[src/sv/msd_pkg.sv]
// Shared types and constants for the message header stream decoder.
// Holds the result kind codes, the front-to-back record and the tdata layout.
// No dependencies.
`timescale 1ns / 1ps
`default_nettype none

package msd_pkg;

  // Result item kinds, carried on m_tuser
  typedef enum logic [2:0] {
    KIND_FIXED  = 3'd0,
    KIND_REMARK = 3'd1,
    KIND_KEY    = 3'd2,
    KIND_VALUE  = 3'd3,
    KIND_DONE   = 3'd4,
    KIND_ERROR  = 3'd5
  } kind_t;

  localparam int unsigned KIND_W  = 3;
  localparam int unsigned TDATA_W = 120;

  // Bit positions of the output tdata fields
  localparam int unsigned POS_CODE   = 0;
  localparam int unsigned POS_LANG   = 16;
  localparam int unsigned POS_VER    = 24;
  localparam int unsigned POS_OPAQUE = 40;
  localparam int unsigned POS_FLAG   = 72;
  localparam int unsigned POS_TEXT   = 104;
  localparam int unsigned POS_SEND   = 112;
  localparam int unsigned POS_EMPTY  = 113;
  localparam int unsigned POS_RPRES  = 114;

  // Everything one input byte causes: an optional content item plus an
  // optional done/error item
  typedef struct packed {
    logic        has_content;
    kind_t       content_kind;
    logic [15:0] code;
    logic [7:0]  lang;
    logic [15:0] version;
    logic [31:0] opaque;
    logic [31:0] flag;
    logic [7:0]  text;
    logic        string_end;
    logic        empty_string;
    logic        has_final;
    logic        final_error;
    logic        remark_present;
  } rec_t;

endpackage

`default_nettype wire

[src/sv/message_header_stream_decoder.sv]
// Top level of the message header stream decoder: parse front end, record
// queue and output back end. Depends on msd_pkg, msd_front, msd_queue, msd_back.
//
//   Channel  Dir  Handshake          Payload
//   s_*      in   s_tvalid/s_tready  tdata[7:0] data_byte, tlast last_byte
//   m_*      out  m_tvalid/m_tready  tdata result fields, tuser item_kind,
//                                    tlast run_last
//
// One header byte is accepted per cycle while the queue has room. Its record
// is written to the queue at the accepting edge and later loaded into the
// output register. A byte yields at most one record; the final byte's record
// can hold two items, sent in turn and absorbed by the QUEUE_DEPTH-entry queue.
// s_tready drops only while the queue is full, i.e. under output backpressure.
// rst is synchronous and returns the parser to the first code byte.
`timescale 1ns / 1ps
`default_nettype none

module message_header_stream_decoder import msd_pkg::*; #(
  parameter int unsigned QUEUE_DEPTH = 4
) (
  input  wire logic               clk,
  input  wire logic               rst,
  input  wire logic               s_tvalid,
  output logic                    s_tready,
  input  wire logic [7:0]         s_tdata,  // [7:0] data_byte
  input  wire logic               s_tlast,  // last_byte
  output logic                    m_tvalid,
  input  wire logic               m_tready,
  // [15:0] msg_code, [23:16] lang_id, [39:24] proto_version, [71:40] opaque_id,
  // [103:72] flag_word, [111:104] text_byte, [112] string_end,
  // [113] empty_string, [114] remark_present, [119:115] zero
  output logic [TDATA_W-1:0]      m_tdata,
  output logic [KIND_W-1:0]       m_tuser,  // [2:0] item_kind
  output logic                    m_tlast   // run_last
);

  logic q_full;
  logic q_push;
  rec_t q_rec;
  logic q_pop;
  logic q_valid;
  rec_t q_head;

  msd_front u_front (
    .clk      (clk),
    .rst      (rst),
    .s_tvalid (s_tvalid),
    .s_tready (s_tready),
    .s_tdata  (s_tdata),
    .s_tlast  (s_tlast),
    .q_full   (q_full),
    .q_push   (q_push),
    .q_rec    (q_rec)
  );

  msd_queue #(
    .DEPTH (QUEUE_DEPTH)
  ) u_queue (
    .clk      (clk),
    .rst      (rst),
    .push     (q_push),
    .push_rec (q_rec),
    .full     (q_full),
    .pop      (q_pop),
    .valid    (q_valid),
    .head     (q_head)
  );

  msd_back u_back (
    .clk      (clk),
    .rst      (rst),
    .q_valid  (q_valid),
    .q_head   (q_head),
    .q_pop    (q_pop),
    .m_tvalid (m_tvalid),
    .m_tready (m_tready),
    .m_tdata  (m_tdata),
    .m_tuser  (m_tuser),
    .m_tlast  (m_tlast)
  );

  // A record is never pushed into a full queue
  assert property (@(posedge clk) disable iff (rst) q_push |-> !q_full)
    else $error("record pushed into full queue");

  // The final byte of a header always leaves a record behind
  assert property (@(posedge clk) disable iff (rst)
    (s_tvalid && s_tready && s_tlast) |-> q_push)
    else $error("final byte produced no record");

  // Done and error items close the run of their byte
  assert property (@(posedge clk) disable iff (rst)
    (m_tvalid && (m_tuser == KIND_DONE || m_tuser == KIND_ERROR)) |-> m_tlast)
    else $error("done or error item without run_last");

  // Fixed-field items carry no text or flag bits
  assert property (@(posedge clk) disable iff (rst)
    (m_tvalid && m_tuser == KIND_FIXED) |-> (m_tdata[TDATA_W-1:POS_TEXT] == '0))
    else $error("fixed-field item with text bits set");

endmodule

`default_nettype wire

[src/sv/msd_front.sv]
// Front end of the header decoder: accepts header bytes and runs the parse.
// Produces one record per byte that causes results. Depends on msd_pkg.
`timescale 1ns / 1ps
`default_nettype none

module msd_front import msd_pkg::*; (
  input  wire logic       clk,
  input  wire logic       rst,
  input  wire logic       s_tvalid,
  output logic            s_tready,
  input  wire logic [7:0] s_tdata,   // [7:0] data_byte
  input  wire logic       s_tlast,   // last_byte
  input  wire logic       q_full,
  output logic            q_push,
  output rec_t            q_rec
);

  typedef enum logic [12:0] {
    PH_CODE     = 13'b0000000000001,
    PH_LANG     = 13'b0000000000010,
    PH_VER      = 13'b0000000000100,
    PH_OPAQ     = 13'b0000000001000,
    PH_FLAG     = 13'b0000000010000,
    PH_REMLEN   = 13'b0000000100000,
    PH_REMARK   = 13'b0000001000000,
    PH_EXTLEN   = 13'b0000010000000,
    PH_KEYLEN   = 13'b0000100000000,
    PH_KEY      = 13'b0001000000000,
    PH_VALLEN   = 13'b0010000000000,
    PH_VAL      = 13'b0100000000000,
    PH_COMPLETE = 13'b1000000000000
  } phase_t;

  phase_t      phase, phase_next;
  logic [2:0]  byte_index, byte_index_next;
  logic [31:0] assemble, assemble_next;
  logic [15:0] code, code_next;
  logic [7:0]  lang, lang_next;
  logic [15:0] version, version_next;
  logic [31:0] opaque, opaque_next;
  logic [31:0] str_rem, str_rem_next;
  logic [31:0] ext_rem, ext_rem_next;
  logic        remark_seen, remark_seen_next;

  logic        accept;
  logic [31:0] asm_shift;
  logic [2:0]  idx_inc;
  logic [2:0]  need;
  logic        field_done;
  logic [31:0] ext_dec;
  logic        str_one;
  rec_t        rec;

  assign s_tready = !q_full;
  assign accept   = s_tvalid && s_tready;

  // Byte gathering helpers, shared by the multi-byte length and field phases
  assign asm_shift  = {assemble[23:0], s_tdata};
  assign idx_inc    = byte_index + 3'd1;
  assign need       = (phase == PH_CODE || phase == PH_VER || phase == PH_KEYLEN) ? 3'd2 : 3'd4;
  assign field_done = (idx_inc >= need);
  assign ext_dec    = (ext_rem == 32'd0) ? ext_rem : ext_rem - 32'd1;
  assign str_one    = (str_rem == 32'd1);

  // Parse step for one accepted byte
  always_comb begin
    phase_next       = phase;
    byte_index_next  = byte_index;
    assemble_next    = assemble;
    code_next        = code;
    lang_next        = lang;
    version_next     = version;
    opaque_next      = opaque;
    str_rem_next     = str_rem;
    ext_rem_next     = ext_rem;
    remark_seen_next = remark_seen;
    rec              = '0;
    rec.content_kind = KIND_FIXED;

    if (accept) begin
      case (phase)
        PH_CODE, PH_VER, PH_OPAQ, PH_FLAG, PH_REMLEN, PH_EXTLEN, PH_KEYLEN, PH_VALLEN: begin
          assemble_next   = asm_shift;
          byte_index_next = field_done ? 3'd0 : idx_inc;
        end
        default: begin
        end
      endcase

      case (phase)
        PH_KEYLEN, PH_KEY, PH_VALLEN, PH_VAL: ext_rem_next = ext_dec;
        default: begin
        end
      endcase

      case (phase)
        PH_CODE: begin
          if (field_done) begin
            code_next  = asm_shift[15:0];
            phase_next = PH_LANG;
          end
        end
        PH_LANG: begin
          lang_next  = s_tdata;
          phase_next = PH_VER;
        end
        PH_VER: begin
          if (field_done) begin
            version_next = asm_shift[15:0];
            phase_next   = PH_OPAQ;
          end
        end
        PH_OPAQ: begin
          if (field_done) begin
            opaque_next = asm_shift;
            phase_next  = PH_FLAG;
          end
        end
        PH_FLAG: begin
          if (field_done) begin
            rec.has_content  = 1'b1;
            rec.content_kind = KIND_FIXED;
            rec.code         = code;
            rec.lang         = lang;
            rec.version      = version;
            rec.opaque       = opaque;
            rec.flag         = asm_shift;
            phase_next       = PH_REMLEN;
          end
        end
        PH_REMLEN: begin
          if (field_done) begin
            str_rem_next     = asm_shift;
            remark_seen_next = (asm_shift != 32'd0);
            phase_next       = (asm_shift != 32'd0) ? PH_REMARK : PH_EXTLEN;
          end
        end
        PH_REMARK: begin
          rec.has_content  = 1'b1;
          rec.content_kind = KIND_REMARK;
          rec.text         = s_tdata;
          rec.string_end   = str_one;
          str_rem_next     = str_rem - 32'd1;
          if (str_one) phase_next = PH_EXTLEN;
        end
        PH_EXTLEN: begin
          if (field_done) begin
            ext_rem_next = asm_shift;
            phase_next   = (asm_shift == 32'd0) ? PH_COMPLETE : PH_KEYLEN;
          end
        end
        PH_KEYLEN: begin
          if (field_done) begin
            str_rem_next = {16'd0, asm_shift[15:0]};
            if (asm_shift[15:0] == 16'd0) begin
              // empty key stands as one item of its own
              rec.has_content  = 1'b1;
              rec.content_kind = KIND_KEY;
              rec.string_end   = 1'b1;
              rec.empty_string = 1'b1;
              phase_next       = PH_VALLEN;
            end else begin
              phase_next = PH_KEY;
            end
          end
        end
        PH_KEY: begin
          rec.has_content  = 1'b1;
          rec.content_kind = KIND_KEY;
          rec.text         = s_tdata;
          rec.string_end   = str_one;
          str_rem_next     = str_rem - 32'd1;
          if (str_one) phase_next = PH_VALLEN;
        end
        PH_VALLEN: begin
          if (field_done) begin
            str_rem_next = asm_shift;
            if (asm_shift == 32'd0) begin
              rec.has_content  = 1'b1;
              rec.content_kind = KIND_VALUE;
              rec.string_end   = 1'b1;
              rec.empty_string = 1'b1;
              phase_next       = (ext_dec == 32'd0) ? PH_COMPLETE : PH_KEYLEN;
            end else begin
              phase_next = PH_VAL;
            end
          end
        end
        PH_VAL: begin
          rec.has_content  = 1'b1;
          rec.content_kind = KIND_VALUE;
          rec.text         = s_tdata;
          rec.string_end   = str_one;
          str_rem_next     = str_rem - 32'd1;
          if (str_one) phase_next = (ext_dec == 32'd0) ? PH_COMPLETE : PH_KEYLEN;
        end
        default: begin
        end
      endcase

      // Final byte: verdict, then back to the start of a header
      if (s_tlast) begin
        rec.has_final      = 1'b1;
        rec.final_error    = (phase_next != PH_COMPLETE);
        rec.remark_present = (phase_next == PH_COMPLETE) && remark_seen_next;
        phase_next         = PH_CODE;
        byte_index_next    = 3'd0;
        remark_seen_next   = 1'b0;
      end
    end
  end

  assign q_push = accept && (rec.has_content || rec.has_final);
  assign q_rec  = rec;

  // Control state
  always_ff @(posedge clk) begin
    if (rst) begin
      phase       <= PH_CODE;
      byte_index  <= 3'd0;
      remark_seen <= 1'b0;
    end else begin
      phase       <= phase_next;
      byte_index  <= byte_index_next;
      remark_seen <= remark_seen_next;
    end
  end

  // Field and length registers, always written before they are used
  always_ff @(posedge clk) begin
    assemble <= assemble_next;
    code     <= code_next;
    lang     <= lang_next;
    version  <= version_next;
    opaque   <= opaque_next;
    str_rem  <= str_rem_next;
    ext_rem  <= ext_rem_next;
  end

endmodule

`default_nettype wire

[src/sv/msd_queue.sv]
// Short record queue between the parse front end and the output back end.
// Circular buffer with a fill count. Depends on msd_pkg.
`timescale 1ns / 1ps
`default_nettype none

module msd_queue import msd_pkg::*; #(
  parameter int unsigned DEPTH = 4
) (
  input  wire logic clk,
  input  wire logic rst,
  input  wire logic push,
  input  rec_t      push_rec,
  output logic      full,
  input  wire logic pop,
  output logic      valid,
  output rec_t      head
);

  localparam int unsigned PTR_W = (DEPTH > 1) ? $clog2(DEPTH) : 1;
  localparam int unsigned CNT_W = $clog2(DEPTH + 1);
  localparam logic [PTR_W-1:0] LAST_PTR = PTR_W'(DEPTH - 1);
  localparam logic [CNT_W-1:0] FULL_CNT = CNT_W'(DEPTH);

  rec_t             mem [DEPTH];
  logic [PTR_W-1:0] wr_ptr;
  logic [PTR_W-1:0] rd_ptr;
  logic [CNT_W-1:0] count;
  logic             do_push;
  logic             do_pop;

  assign full    = (count == FULL_CNT);
  assign valid   = (count != '0);
  assign head    = mem[rd_ptr];
  assign do_push = push && !full;
  assign do_pop  = pop && valid;

  // Storage
  always_ff @(posedge clk) begin
    if (do_push) mem[wr_ptr] <= push_rec;
  end

  // Pointers and fill count
  always_ff @(posedge clk) begin
    if (rst) begin
      wr_ptr <= '0;
      rd_ptr <= '0;
      count  <= '0;
    end else begin
      if (do_push) wr_ptr <= (wr_ptr == LAST_PTR) ? '0 : wr_ptr + PTR_W'(1);
      if (do_pop)  rd_ptr <= (rd_ptr == LAST_PTR) ? '0 : rd_ptr + PTR_W'(1);
      case ({do_push, do_pop})
        2'b10:   count <= count + CNT_W'(1);
        2'b01:   count <= count - CNT_W'(1);
        default: count <= count;
      endcase
    end
  end

endmodule

`default_nettype wire

[src/sv/msd_back.sv]
// Back end of the header decoder: splits queued records into result items
// and holds them in the output register. Depends on msd_pkg.
`timescale 1ns / 1ps
`default_nettype none

module msd_back import msd_pkg::*; (
  input  wire logic              clk,
  input  wire logic              rst,
  input  wire logic              q_valid,
  input  rec_t                   q_head,
  output logic                   q_pop,
  output logic                   m_tvalid,
  input  wire logic              m_tready,
  output logic [TDATA_W-1:0]     m_tdata,
  output logic [KIND_W-1:0]      m_tuser,
  output logic                   m_tlast
);

  logic               second;     // content of head record already sent
  logic               load;
  logic               take_content;
  logic [TDATA_W-1:0] data_next;
  logic [KIND_W-1:0]  kind_next;
  logic               last_next;

  assign load         = !m_tvalid || m_tready;
  assign take_content = !second && q_head.has_content;
  assign q_pop        = load && q_valid && !(take_content && q_head.has_final);

  // Build the next item from the queue head
  always_comb begin
    data_next = '0;
    if (take_content) begin
      kind_next = q_head.content_kind;
      last_next = !q_head.has_final;
      if (q_head.content_kind == KIND_FIXED) begin
        data_next[POS_CODE +: 16]   = q_head.code;
        data_next[POS_LANG +: 8]    = q_head.lang;
        data_next[POS_VER +: 16]    = q_head.version;
        data_next[POS_OPAQUE +: 32] = q_head.opaque;
        data_next[POS_FLAG +: 32]   = q_head.flag;
      end else begin
        data_next[POS_TEXT +: 8]  = q_head.text;
        data_next[POS_SEND]       = q_head.string_end;
        data_next[POS_EMPTY]      = q_head.empty_string;
      end
    end else begin
      kind_next            = q_head.final_error ? KIND_ERROR : KIND_DONE;
      last_next            = 1'b1;
      data_next[POS_RPRES] = q_head.remark_present;
    end
  end

  // Output register and record split control
  always_ff @(posedge clk) begin
    if (rst) begin
      m_tvalid <= 1'b0;
      second   <= 1'b0;
    end else if (load) begin
      m_tvalid <= q_valid;
      if (q_valid) second <= take_content && q_head.has_final;
    end
  end

  always_ff @(posedge clk) begin
    if (load && q_valid) begin
      m_tdata <= data_next;
      m_tuser <= kind_next;
      m_tlast <= last_next;
    end
  end

endmodule

`default_nettype wire

[config.mk]
export PLATFORM = sky130hd
export DESIGN_NAME = message_header_stream_decoder
export DESIGN_NICKNAME = d
export VERILOG_FILES = /design/src/sv/msd_pkg.sv /design/src/sv/message_header_stream_decoder.sv /design/src/sv/msd_front.sv /design/src/sv/msd_queue.sv /design/src/sv/msd_back.sv
export SDC_FILE = /design/constraint.sdc
export NUM_CORES = 1
export LEC_CHECK = 0
export BUFFER_PORTS_ARGS = -buffer_cell sky130_fd_sc_hd__buf_2
export CAP_MARGIN = 10
export CORE_MARGIN = 2
export CORE_UTILIZATION = 55
export CTS_CLUSTER_DIAMETER = 150
export DETAILED_ROUTE_END_ITERATION = 7
export PLACE_DENSITY = 0.73
export SYNTH_ARGS = -nofsm -noshare
export SYNTH_HDL_FRONTEND = slang
export SYNTH_SLANG_ARGS = --single-unit
[constraint.sdc]
create_clock -name clk -period 10.1 [get_ports clk]
set_clock_uncertainty 0.1 [all_clocks]
set_input_delay 2.525 -clock clk [delete_from_list [all_inputs] [get_ports clk]]
set_output_delay 2.525 -clock clk [all_outputs]
set_load 0.02 [all_outputs]
==> results of run 1 <==
==> metrics by stage <==
stage	hold WS [ns]	std cells	worst slack, ns
after floorplan	0.354	1907	2.33
after global placement	0.355	2726	3.47
after global routing	0.405	2872	3.64
after CTS	0.383	2872	4.08
after detailed placement	0.371	2726	3.47
final	0.386	2873	3.97
==> registers in the layout, indices dropped and copies added, names as in the netlist, named ones only <==
register	cells
u_front.opaque	32
u_front.str_rem	32
u_front.ext_rem	32
u_back.second	1
u_front.version	16
u_queue.mem	480
u_back.m_tdata	115
u_front.code	16
u_back.m_tlast	1
u_front.remark_seen	1
u_back.m_tvalid	1
u_queue.rd_ptr	2
u_front.lang	8
u_front.phase	13
u_front.assemble	24
u_queue.wr_ptr	2
u_queue.count	3
u_front.byte_index	3
u_back.m_tuser	3
==> layout by cell type, fill, tap and decap left out, types with 5 or more instances in the layout <==
master / count
bufinv_16: 9
mux2i_1: 6
xor2_1: 20
o21ai_0: 43
clkinv_4: 5
nand3b_1: 6
clkinv_1: 14
o21a_1: 7
clkbuf_1: 17
edfxtp_1: 759
nor4_1: 31
a22oi_1: 10
o31ai_1: 6
nor2b_1: 16
o211ai_1: 7
a31oi_1: 7
clkinv_2: 7
ha_1: 12
nor2_1: 117
dfxtp_1: 26
and3_1: 112
buf_2: 133
clkinvlp_4: 6
mux4_2: 120
and2_1: 116
buf_4: 22
a21oi_1: 54
clkbuf_16: 81
nand3_1: 18
xnor2_1: 44
nand2b_1: 6
or4_1: 14
or3_1: 14
or2_2: 7
inv_1: 21
nand2_1: 71
conb_1: 5
nand4_1: 14
nor3_1: 44
==> cell families (layout without fill, tap and decap cells) <==
| logic type | Yosys count | count (layout) | synth area share, % |
|---|---|---|---|
| buffers and inverters | 125 | 325 | 1.56 |
| adder cells (fa/ha/maj) | 13 | 13 | 0.535 |
| other | 1 | 6 | 0.0118 |
| XOR/XNOR | 64 | 64 | 1.76 |
| multiplexers | 127 | 127 | 8.72 |
| flip-flops | 787 | 787 | 73.4 |
| AO/OA/AOI/OAI | 170 | 170 | 3.31 |
| AND/OR/NAND/NOR | 616 | 616 | 10.6 |
==> where the power goes <==
group	switching (mW)	internal, mW
clock	1.22	1.72
combinational	1.28	0.707
sequential	0.301	4.17
==> per-layer routing <==
| metal | global-route usage (%) | share of wire, % | up-vias | routed length [um] |
|---|---|---|---|---|
| met1 | 33.3 | 42 | 8895 | 29100 |
| met5 | 0 | 0.023 | - | 16 |
| met3 | 3.16 | 6.0 | 124 | 4110 |
| li1 | - | - | 7742 | - |
| met4 | 8.20 | 2.6 | 2 | 1810 |
| met2 | 38.0 | 49 | 650 | 34100 |
==> layout make-up <==
| cell class | count | share of cell area (%) |
|---|---|---|
| antenna | 1 | 0.00696 |
| clock buffer | 98 | 5.82 |
| clock inverter | 48 | 1.51 |
| inverter | 21 | 0.219 |
| multi-input combinational | 995 | 22.3 |
| sequential | 787 | 65.0 |
| tap | 765 | 2.66 |
| timing repair buffer | 158 | 2.48 |
==> critical path: stages, from the launching register on <==
cell and delay, ns:
dfxtp_1 0.41, nor3_1 0.74, nand3_1 0.35, o31ai_1 0.57
ha_1 0.26, nor2b_1 0.18, a311oi_1 0.06, buf_4 0.20
or4_1 0.52, and2_1 0.19, a31oi_1 0.37, or2_2 0.28
and2_4 0.83, buf_4 0.60
==> path summary, 6_finish.rpt <==
| check | start | to | slack (ns) | depth (start not counted) |
|---|---|---|---|---|
| setup reg to reg | u_front.phase[6]$_SDFFE_PP0P_ | u_queue.mem[0][62]$_DFFE_PP_ | 3.97 | 13 |
| hold reg to reg | u_queue.rd_ptr[1]$_SDFFE_PP0P_ | register | 0.39 | 2 |
| setup / recovery | u_front.phase[6]$_SDFFE_PP0P_ | u_queue.mem[0][62]$_DFFE_PP_ | 3.97 | 13 |
| hold / removal | u_queue.rd_ptr[1]$_SDFFE_PP0P_ | register | 0.39 | 2 |
==> results.toml, run 1 <==
[drt]
drc = 0
post_drt_wl_per_cell_um = 24.0
via_per_inst = 6.06
via_count = 17400
drt_iter0_drc = 1766
ant_nets = 0
dr.pass1.iters = 6
routed_wl_mm = 69.0

[timing]
hold_violations = 0
setup_viol = 0
relSlewSlack_pct = 19.2
timing.final.crit_share_pct = 60.7
fin_crit_ns = 6.13
worst_pin_slew_ns = 1.21
slew_violations = 0
clock.fmax_mhz = 163
fin_tns_setup_ns = 0
rsz0062_at_grt = "no"

[die]
io_pins = 139
start_util_pct = 55.3
die_area_sq_um = 59700
die_w_um = 244
core_sq_um = 57500
die_y_um = 244
row_count = 88

[cells_and_area]
fillers = 4058
final_area_sq_um = 35900
area_growth_pct = 13.0
utilization_pct = 62.5
final_nets = 2068
seqCellArea_sq_um = 23400
multiInputGateArea_sq_um = 8020
drive_above_1_share_pct = 19.9

[yosys]
synthCells = 1903
syn-cell-area_sq_um = 31800
synth_top_area_share_pct = 71.7
ys.flop_type = "edfxtp_1"
ys_top_cells_by_count = "edfxtp_1 (759), and2_1 (120), mux4_2 (120), nor2_1 (119), and3_1 (112)"
synth-edff-count = 759
synthArstFlopShare_pct = 0
post-synth-top-count-cell = "edfxtp_1"
synth.distinct_cells = 71
synth_area_leaders = "edfxtp_1 (72%), mux4_2 (8.5%), and2_1 (2.4%)"
ys_warn_count = 0
ys_ff_latch = 787
seq_area_frac_synth_pct = 73.4
yosysTopAreaCell = "edfxtp_1"
syn_avg_cell_area_sq_um = 16.7

[grt]
grt_first_pass_wirelength_mm = 106
grt_max_degree = 121
grt_use_total_pct = 23.5
first_global_vias = 17400
grt_antenna_before_repair = 1
overflow = 0

[clock_network]
cts_buffer_depth = 3
root_buffer = "clkbuf_16"
clk_latency_ns = 0.63
cts_tree = "yes"
post-cts-setup-buffers = 0
hold_buffers = 0
cts_buffers = 79
cts_resized = 0
clock-sinks = 787
ctsHtreeMaxLevel = 3
cts.reportedPaths.clkPinSlew_ns = 0.07

[run_status]
status = "finished, final reports clean"

[pwr]
ir_drop_mv = 0.238
power_mw = 9.40
power_density_nw_per_um2 = 261
p_leak_nw = 11.8

[placement]
hpwl_mm = 40.0
routabilityCongestion = 0.884
placedInstanceArea_sq_um = 33300
io_buffer_count = 133

[worst_setup_path]
cp.required_ns = 10.24
critPathArrivalTime_ns = 6.28
end_kind = "register"
startpoint_type = "register"
cp_max_fo = 60
critPathKind = "reg -> reg"

[job]
maxCapViolations = 0

[min_path]
hp-class = "reg -> reg"
Note: power is estimated with default switching activity, not from simulation.
==> inputs of run 2 (changes only) <==
Settings changed: PLACE_DENSITY 0.73 to 0.7.
Clock period 10.1 ns to 6 ns, I/O delays scaled along.
==> run 2 against run 1 <==
First-iteration DRC count shrank 4.5%. Sequential cell count is the same. Hold slack got worse by 0.0040 ns. Total power up 67%. Clock power grew 61%. Fmax grew 19%. Via count about the same. Critical path type unchanged. Largest power group unchanged.
==> results.toml, run 2 (same netlist as run 1, synthesis figures left out) <==
[die]
die_w_um = 244
die_area_sq_um = 59700
io_pins = 139
row_count = 88
die_y_um = 244
start_util_pct = 55.3
core_sq_um = 57500

[worst_setup_path]
r2r_slack_ns = 0.87
endpoint = "u_queue.count[2]$_SDFFE_PP0P_"
crit_family = "simple AND/OR/NAND/NOR gates"
timing.rr.start = "u_front.phase[12]$_SDFFE_PP0P_"
startpoint_type = "register"
cp.required_ns = 6.42
reg2reg_to = "u_queue.count[2]$_SDFFE_PP0P_"
end_kind = "register"
worst-path-stages = 17
r2r_cells = 17
critPathArrivalTime_ns = 5.56
startpoint = "u_front.phase[12]$_SDFFE_PP0P_"
cp_slowest_stage_delay_ns = 0.61
cp_max_fo = 8
crit_chain = "nor4_1 -> nand3_1 -> o31ai_1 -> ha_1 -> nor2b_1 -> a311oi_1 -> or3_1 -> and2_1 -> a31oi_1 -> or2_2 -> inv_1 -> ha_1 -> inv_1 -> fa_1 -> xor2_1 -> or3_1 -> a21oi_1"
cp.buffers_inverters = 2
slowest_stage = "nor4_1"
critPathKind = "reg -> reg"

[timing]
fin_tns_setup_ns = 0
timing.final.crit_share_pct = 85.6
rsz0062_at_grt = "no"
setup_slack_ns = 0.866
fin_crit_ns = 5.13
relSlewSlack_pct = 22.9
slew_violations = 0
worst_pin_slew_ns = 1.16
hold_violations = 0
setup_viol = 0
clock.fmax_mhz = 195

[drt]
drt_iter0_drc = 1686
post_drt_wl_per_cell_um = 24.7
dr.pass1.iters = 7
routed_wl_mm = 71.2
via_count = 17400
ant_nets = 0
via_per_inst = 6.04
drc = 0

[clock_network]
clock-sinks = 787
post-cts-setup-buffers = 0
root_buffer = "clkbuf_16"
cts.reportedPaths.clkPinSlew_ns = 0.07
hold_buffers = 0
clk_latency_ns = 0.61
ctsHtreeMaxLevel = 3
cts_buffer_depth = 3
cts_tree = "yes"
cts_buffers = 77
cts_resized = 0

[cells_and_area]
area_growth_pct = 13.2
final_common_cell = "edfxtp_1"
utilization_pct = 62.6
fillers = 4068
largest_reg_flops = 480
multiInputGateArea_sq_um = 8020
drive_above_1_share_pct = 20.1
final_cell_mix = "edfxtp_1 (759), buf_2 (133), mux4_2 (120), nor2_1 (117), and2_1 (116)"
seqCellArea_sq_um = 23400
regMostFlops = "u_queue.mem"
final_nets = 2082
top_regs = "u_queue.mem: 480 flops, u_back.m_tdata: 115 flops"
stdcell_count = 2884

[placement]
io_buffer_count = 133
placed_cells = 2742
hpwl_mm = 43.9
routabilityCongestion = 0.929
place_ws_ns = 0.973

[pwr]
p_leak_nw = 11.8
ir_drop_mv = 0.322
power_density_nw_per_um2 = 435

[min_path]
hp-class = "reg -> reg"

[grt]
grt_max_degree = 105
grt_first_pass_wirelength_mm = 107
grt_antenna_before_repair = 3
overflow = 0
grt_use_total_pct = 24.1
first_global_vias = 17100

[job]
maxCapViolations = 0

[run_status]
status = "finished, final reports clean"
## run 2: cell types whose count changed in the layout (fill, tap and decap cells not counted), moves of 4 or more
cell,change
clkbuf_1,+5
buf_12,+8
clkinv_4,-4
buf_4,+8
## run 2: report_power, final
part	total [mW]	leakage (nW)	switching, mW	internal [mW]
sequential	7.53	6.96	0.518	7.01
clock	4.74	1.19	1.99	2.74
combinational	3.41	3.68	2.21	1.20
## run 2: worst min path at each step
stage	startpoint	end	slack, ns	depth (start not counted)
6_report	u_queue.rd_ptr[1]$_SDFFE_PP0P_	register	0.38	2
5_1_grt	u_queue.rd_ptr[1]$_SDFFE_PP0P_	register	0.42	2
4_1_cts	u_queue.rd_ptr[1]$_SDFFE_PP0P_	register	0.39	2
3_5_place_dp	u_queue.rd_ptr[1]$_SDFFE_PP0P_	register	0.38	2
3_3_place_gp	u_queue.rd_ptr[1]$_SDFFE_PP0P_	register	0.35	2
2_1_floorplan	u_queue.rd_ptr[1]$_SDFFE_PP0P_	register	0.35	2
## run 2: routing by layer
metal / wire [um] / global-route usage (%) / part of all wire [%] / vias to the layer above
met2: 34500 / 38.2 / 49 / 624
met1: 30300 / 34.6 / 43 / 8891
li1: - / - / - / 7777
met4: 1870 / 8.18 / 2.6 / 0
met3: 4420 / 3.93 / 6.2 / 128
met5: 0 / 0 / 0 / -
## run 2: worst min-delay path: stages (launching register included)
cell     delay (ns)
dfxtp_1        0.31
nand2_1        0.06
a21oi_1        0.07
## run 2: through the flow
stage	hold WS [ns]	cell area (sq um)	power, mW
CTS	0.387	36000	15.8
global placement	0.351	33500	11.1
finish	0.382	36000	15.7
global route	0.419	36000	16.3
detailed placement	0.379	33500	11.1
floorplan	0.354	31800	9.74
## run 2: layout make-up
type / instances / area share (%)
repair buffers: 174 / 3.09
diodes: 1 / 0.00695
clock buffers: 103 / 5.77
flip-flops and latches: 787 / 64.9
well taps: 765 / 2.66
inverters: 21 / 0.219
clock inverters: 38 / 1.11
multi-input cells: 995 / 22.3
==> inputs of run 3 (changes only) <==
Settings changed: ABC_AREA set to 1.
==> run 3 against run 2 <==
Via count is 30% higher. Setup slack improved by 0.43 ns. Count of clock-buffer cells in the layout shrank 4. First-iteration DRC count grew 44%. Wire length is 18% higher. Die area increased by 3.8%. Utilization is 0.094 points higher. Synthesized cell count up 55%. Critical path type unchanged.
==> results.toml, run 3 <==
[run_status]
status = "finished, final reports clean"

[placement]
hpwl_mm = 50.1
place_ws_ns = 1.34
placed_cells = 3734
io_buffer_count = 133
placedInstanceArea_sq_um = 34500
routabilityCongestion = 0.925

[clock_network]
clock-sinks = 787
root_buffer = "clkbuf_16"
cts_resized = 0
cts_tree = "yes"
cts_buffers = 79
cts_buffer_depth = 3
cts.reportedPaths.clkPinSlew_ns = 0.06
clk_latency_ns = 0.63
hold_buffers = 0
post-cts-setup-buffers = 0
ctsHtreeMaxLevel = 3

[timing]
worst_pin_slew_ns = 1.25
hold_violations = 0
rsz0062_at_grt = "no"
clock.fmax_mhz = 213
setup_viol = 0
timing.final.crit_share_pct = 78.3
setup_slack_ns = 1.30
fin_crit_ns = 4.70
relSlewSlack_pct = 16.8
slew_violations = 0

[yosys]
ys_top_cells_by_count = "edfxtp_1 (759), nor2_1 (680), nand2_1 (365), o21ai_0 (328), inv_1 (161)"
seq_area_frac_synth_pct = 70.7
synth_top_area_share_pct = 69.0
syn-cell-area_sq_um = 33000
synth-edff-count = 759
synthArstFlopShare_pct = 0
post-synth-top-count-cell = "edfxtp_1"
synth_area_leaders = "edfxtp_1 (69%), nor2_1 (7.7%), o21ai_0 (5.0%)"
ys.flop_type = "edfxtp_1"
yosysTopAreaCell = "edfxtp_1"
ys_ff_latch = 787
synthCells = 2943
ys_warn_count = 0
synth.distinct_cells = 49
syn_avg_cell_area_sq_um = 11.2

[drt]
ant_nets = 0
via_count = 22600
dr.pass1.iters = 5
drt_iter0_drc = 2423
wl_met3_mm = 6.81
routed_wl_mm = 84.3
wl_met1_mm = 34.5
top_layer_used = "met5"
drc = 0
post_drt_wl_per_cell_um = 21.7
via_per_inst = 5.83
met2_length_mm = 40.9

[worst_setup_path]
critPathArrivalTime_ns = 5.10
r2r_cells = 22
critPathKind = "reg -> reg"
crit_family = "simple AND/OR/NAND/NOR gates"
reg2reg_to = "u_queue.count[2]$_SDFFE_PP0P_"
timing.rr.start = "u_front.phase[11]$_SDFFE_PP0P_"
cp_slowest_stage_delay_ns = 0.42
crit_top_cell = "nand3_1"
startpoint_type = "register"
cp_max_fo = 14
slowest_stage = "nand3_1"
end_kind = "register"
cp.required_ns = 6.40
cp.buffers_inverters = 4
r2r_slack_ns = 1.30
crit_chain = "inv_1 -> nand3_2 -> nor2_4 -> inv_2 -> nor2_1 -> nand2_1 -> nand3_1 -> ha_1 -> nand3_1 -> nand3_1 -> nand3_1 -> o21ai_0 -> o21ai_1 -> inv_1 -> nor2_4 -> ha_1 -> inv_1 -> fa_1 -> a21oi_1 -> o21ai_0 -> o21ai_0 -> a21oi_1"

[cells_and_area]
top_regs = "u_queue.mem: 480 flops, u_back.m_tdata: 115 flops"
final_common_cell = "edfxtp_1"
regMostFlops = "u_queue.mem"
area_growth_pct = 12.4
stdcell_count = 3882
final_cell_mix = "edfxtp_1 (759), nor2_1 (676), nand2_1 (364), o21ai_0 (328), inv_1 (159)"
drive_above_1_share_pct = 10.9
final_nets = 3068
largest_reg_flops = 480
final_area_sq_um = 37100
utilization_pct = 62.7

[grt]
overflow = 0
first_global_vias = 21500
grt_antenna_before_repair = 8
grt_first_pass_wirelength_mm = 125
grt_use_total_pct = 26.7
grt_max_degree = 128

[die]
core_sq_um = 59100
io_pins = 139
start_util_pct = 55.8
die_y_um = 249
die_area_sq_um = 62000
die_w_um = 249
row_count = 89

[min_path]
hp-class = "reg -> reg"
min_from = "u_front.assemble[17]$_DFFE_PP_"
hold_end = "u_front.opaque[25]$_DFFE_PP_"
whs_path_depth = 0

[pwr]
p_leak_nw = 13.7
power_density_nw_per_um2 = 452
ir_drop_mv = 0.309

[job]
maxCapViolations = 0
## run 3: cell types whose count changed after synthesis, moves of 31 or more
cell	previous run	this run
mux4_2	120	0
nor2_1	119	680
and3_1	112	0
and2_1	120	2
o21ai_0	43	328
a21oi_1	56	156
nor4_1	32	1
nand3_1	18	68
xnor2_1	44	8
nand2_1	72	365
inv_1	21	161
## run 3: metal layers
layer,vias up,global-route usage (%)
li1,10500,-
met1,11100,36.1
met2,992,43.9
met3,130,4.68
met4,8,9.39
met5,-,0
## run 3: kinds of logic (layout without fill, tap and decap cells)
group | Yosys count | count (layout) | synth area share [%]
AO/OA/AOI/OAI | 562 | 562 | 8.96
other | 1 | 8 | 0.0114
adder cells (fa/ha/maj) | 13 | 13 | 0.515
AND/OR/NAND/NOR | 1242 | 1242 | 15.5
buffers and inverters | 319 | 478 | 3.79
flip-flops | 787 | 787 | 70.7
XOR/XNOR | 19 | 19 | 0.504
## run 3: how the worst max path moves through the flow
stage | slack (ns) | cells past startpoint | to | start
after floorplan | -0.29 | 11 | u_queue.mem[0][0]$_DFFE_PP_ | s_tdata[6]
after detailed placement | 1.34 | 13 | u_queue.mem[3][87]$_DFFE_PP_ | s_tdata[7]
after global routing | 0.91 | 22 | u_queue.count[2]$_SDFFE_PP0P_ | u_front.phase[12]$_SDFFE_PP0P_
final | 1.30 | 22 | u_queue.count[2]$_SDFFE_PP0P_ | u_front.phase[11]$_SDFFE_PP0P_
after CTS | 1.36 | 22 | u_queue.count[2]$_SDFFE_PP0P_ | u_front.phase[12]$_SDFFE_PP0P_
after global placement | 1.43 | 13 | u_queue.mem[3][108]$_DFFE_PP_ | s_tdata[7]
## run 3: stage by stage
step	setup TNS, ns	hold WS, ns	power [mW]
floorplan	-138.84	0.323	10.2
global placement	0	0.339	11.7
detailed placement	0	0.342	11.8
CTS	0	0.339	16.8
global route	0	0.347	17.5
finish	0	0.342	16.8
## run 3: cell type report
cell class,count,area (sq um)
inverters,171,651
clock inverters,46,514
repair buffers,162,933
well taps,773,967
multi-input cells,1841,8540
flip-flops and latches,787,23400
clock buffers,99,2130
fillers,4467,22000
diodes,3,7.51
## run 3: report_power, final
group,switching [mW],total [mW],internal (mW)
registers,0.431,7.42,6.99
logic,3.26,4.32,1.07
clock network,2.09,5.01,2.93
total,5.78,16.8,11.0
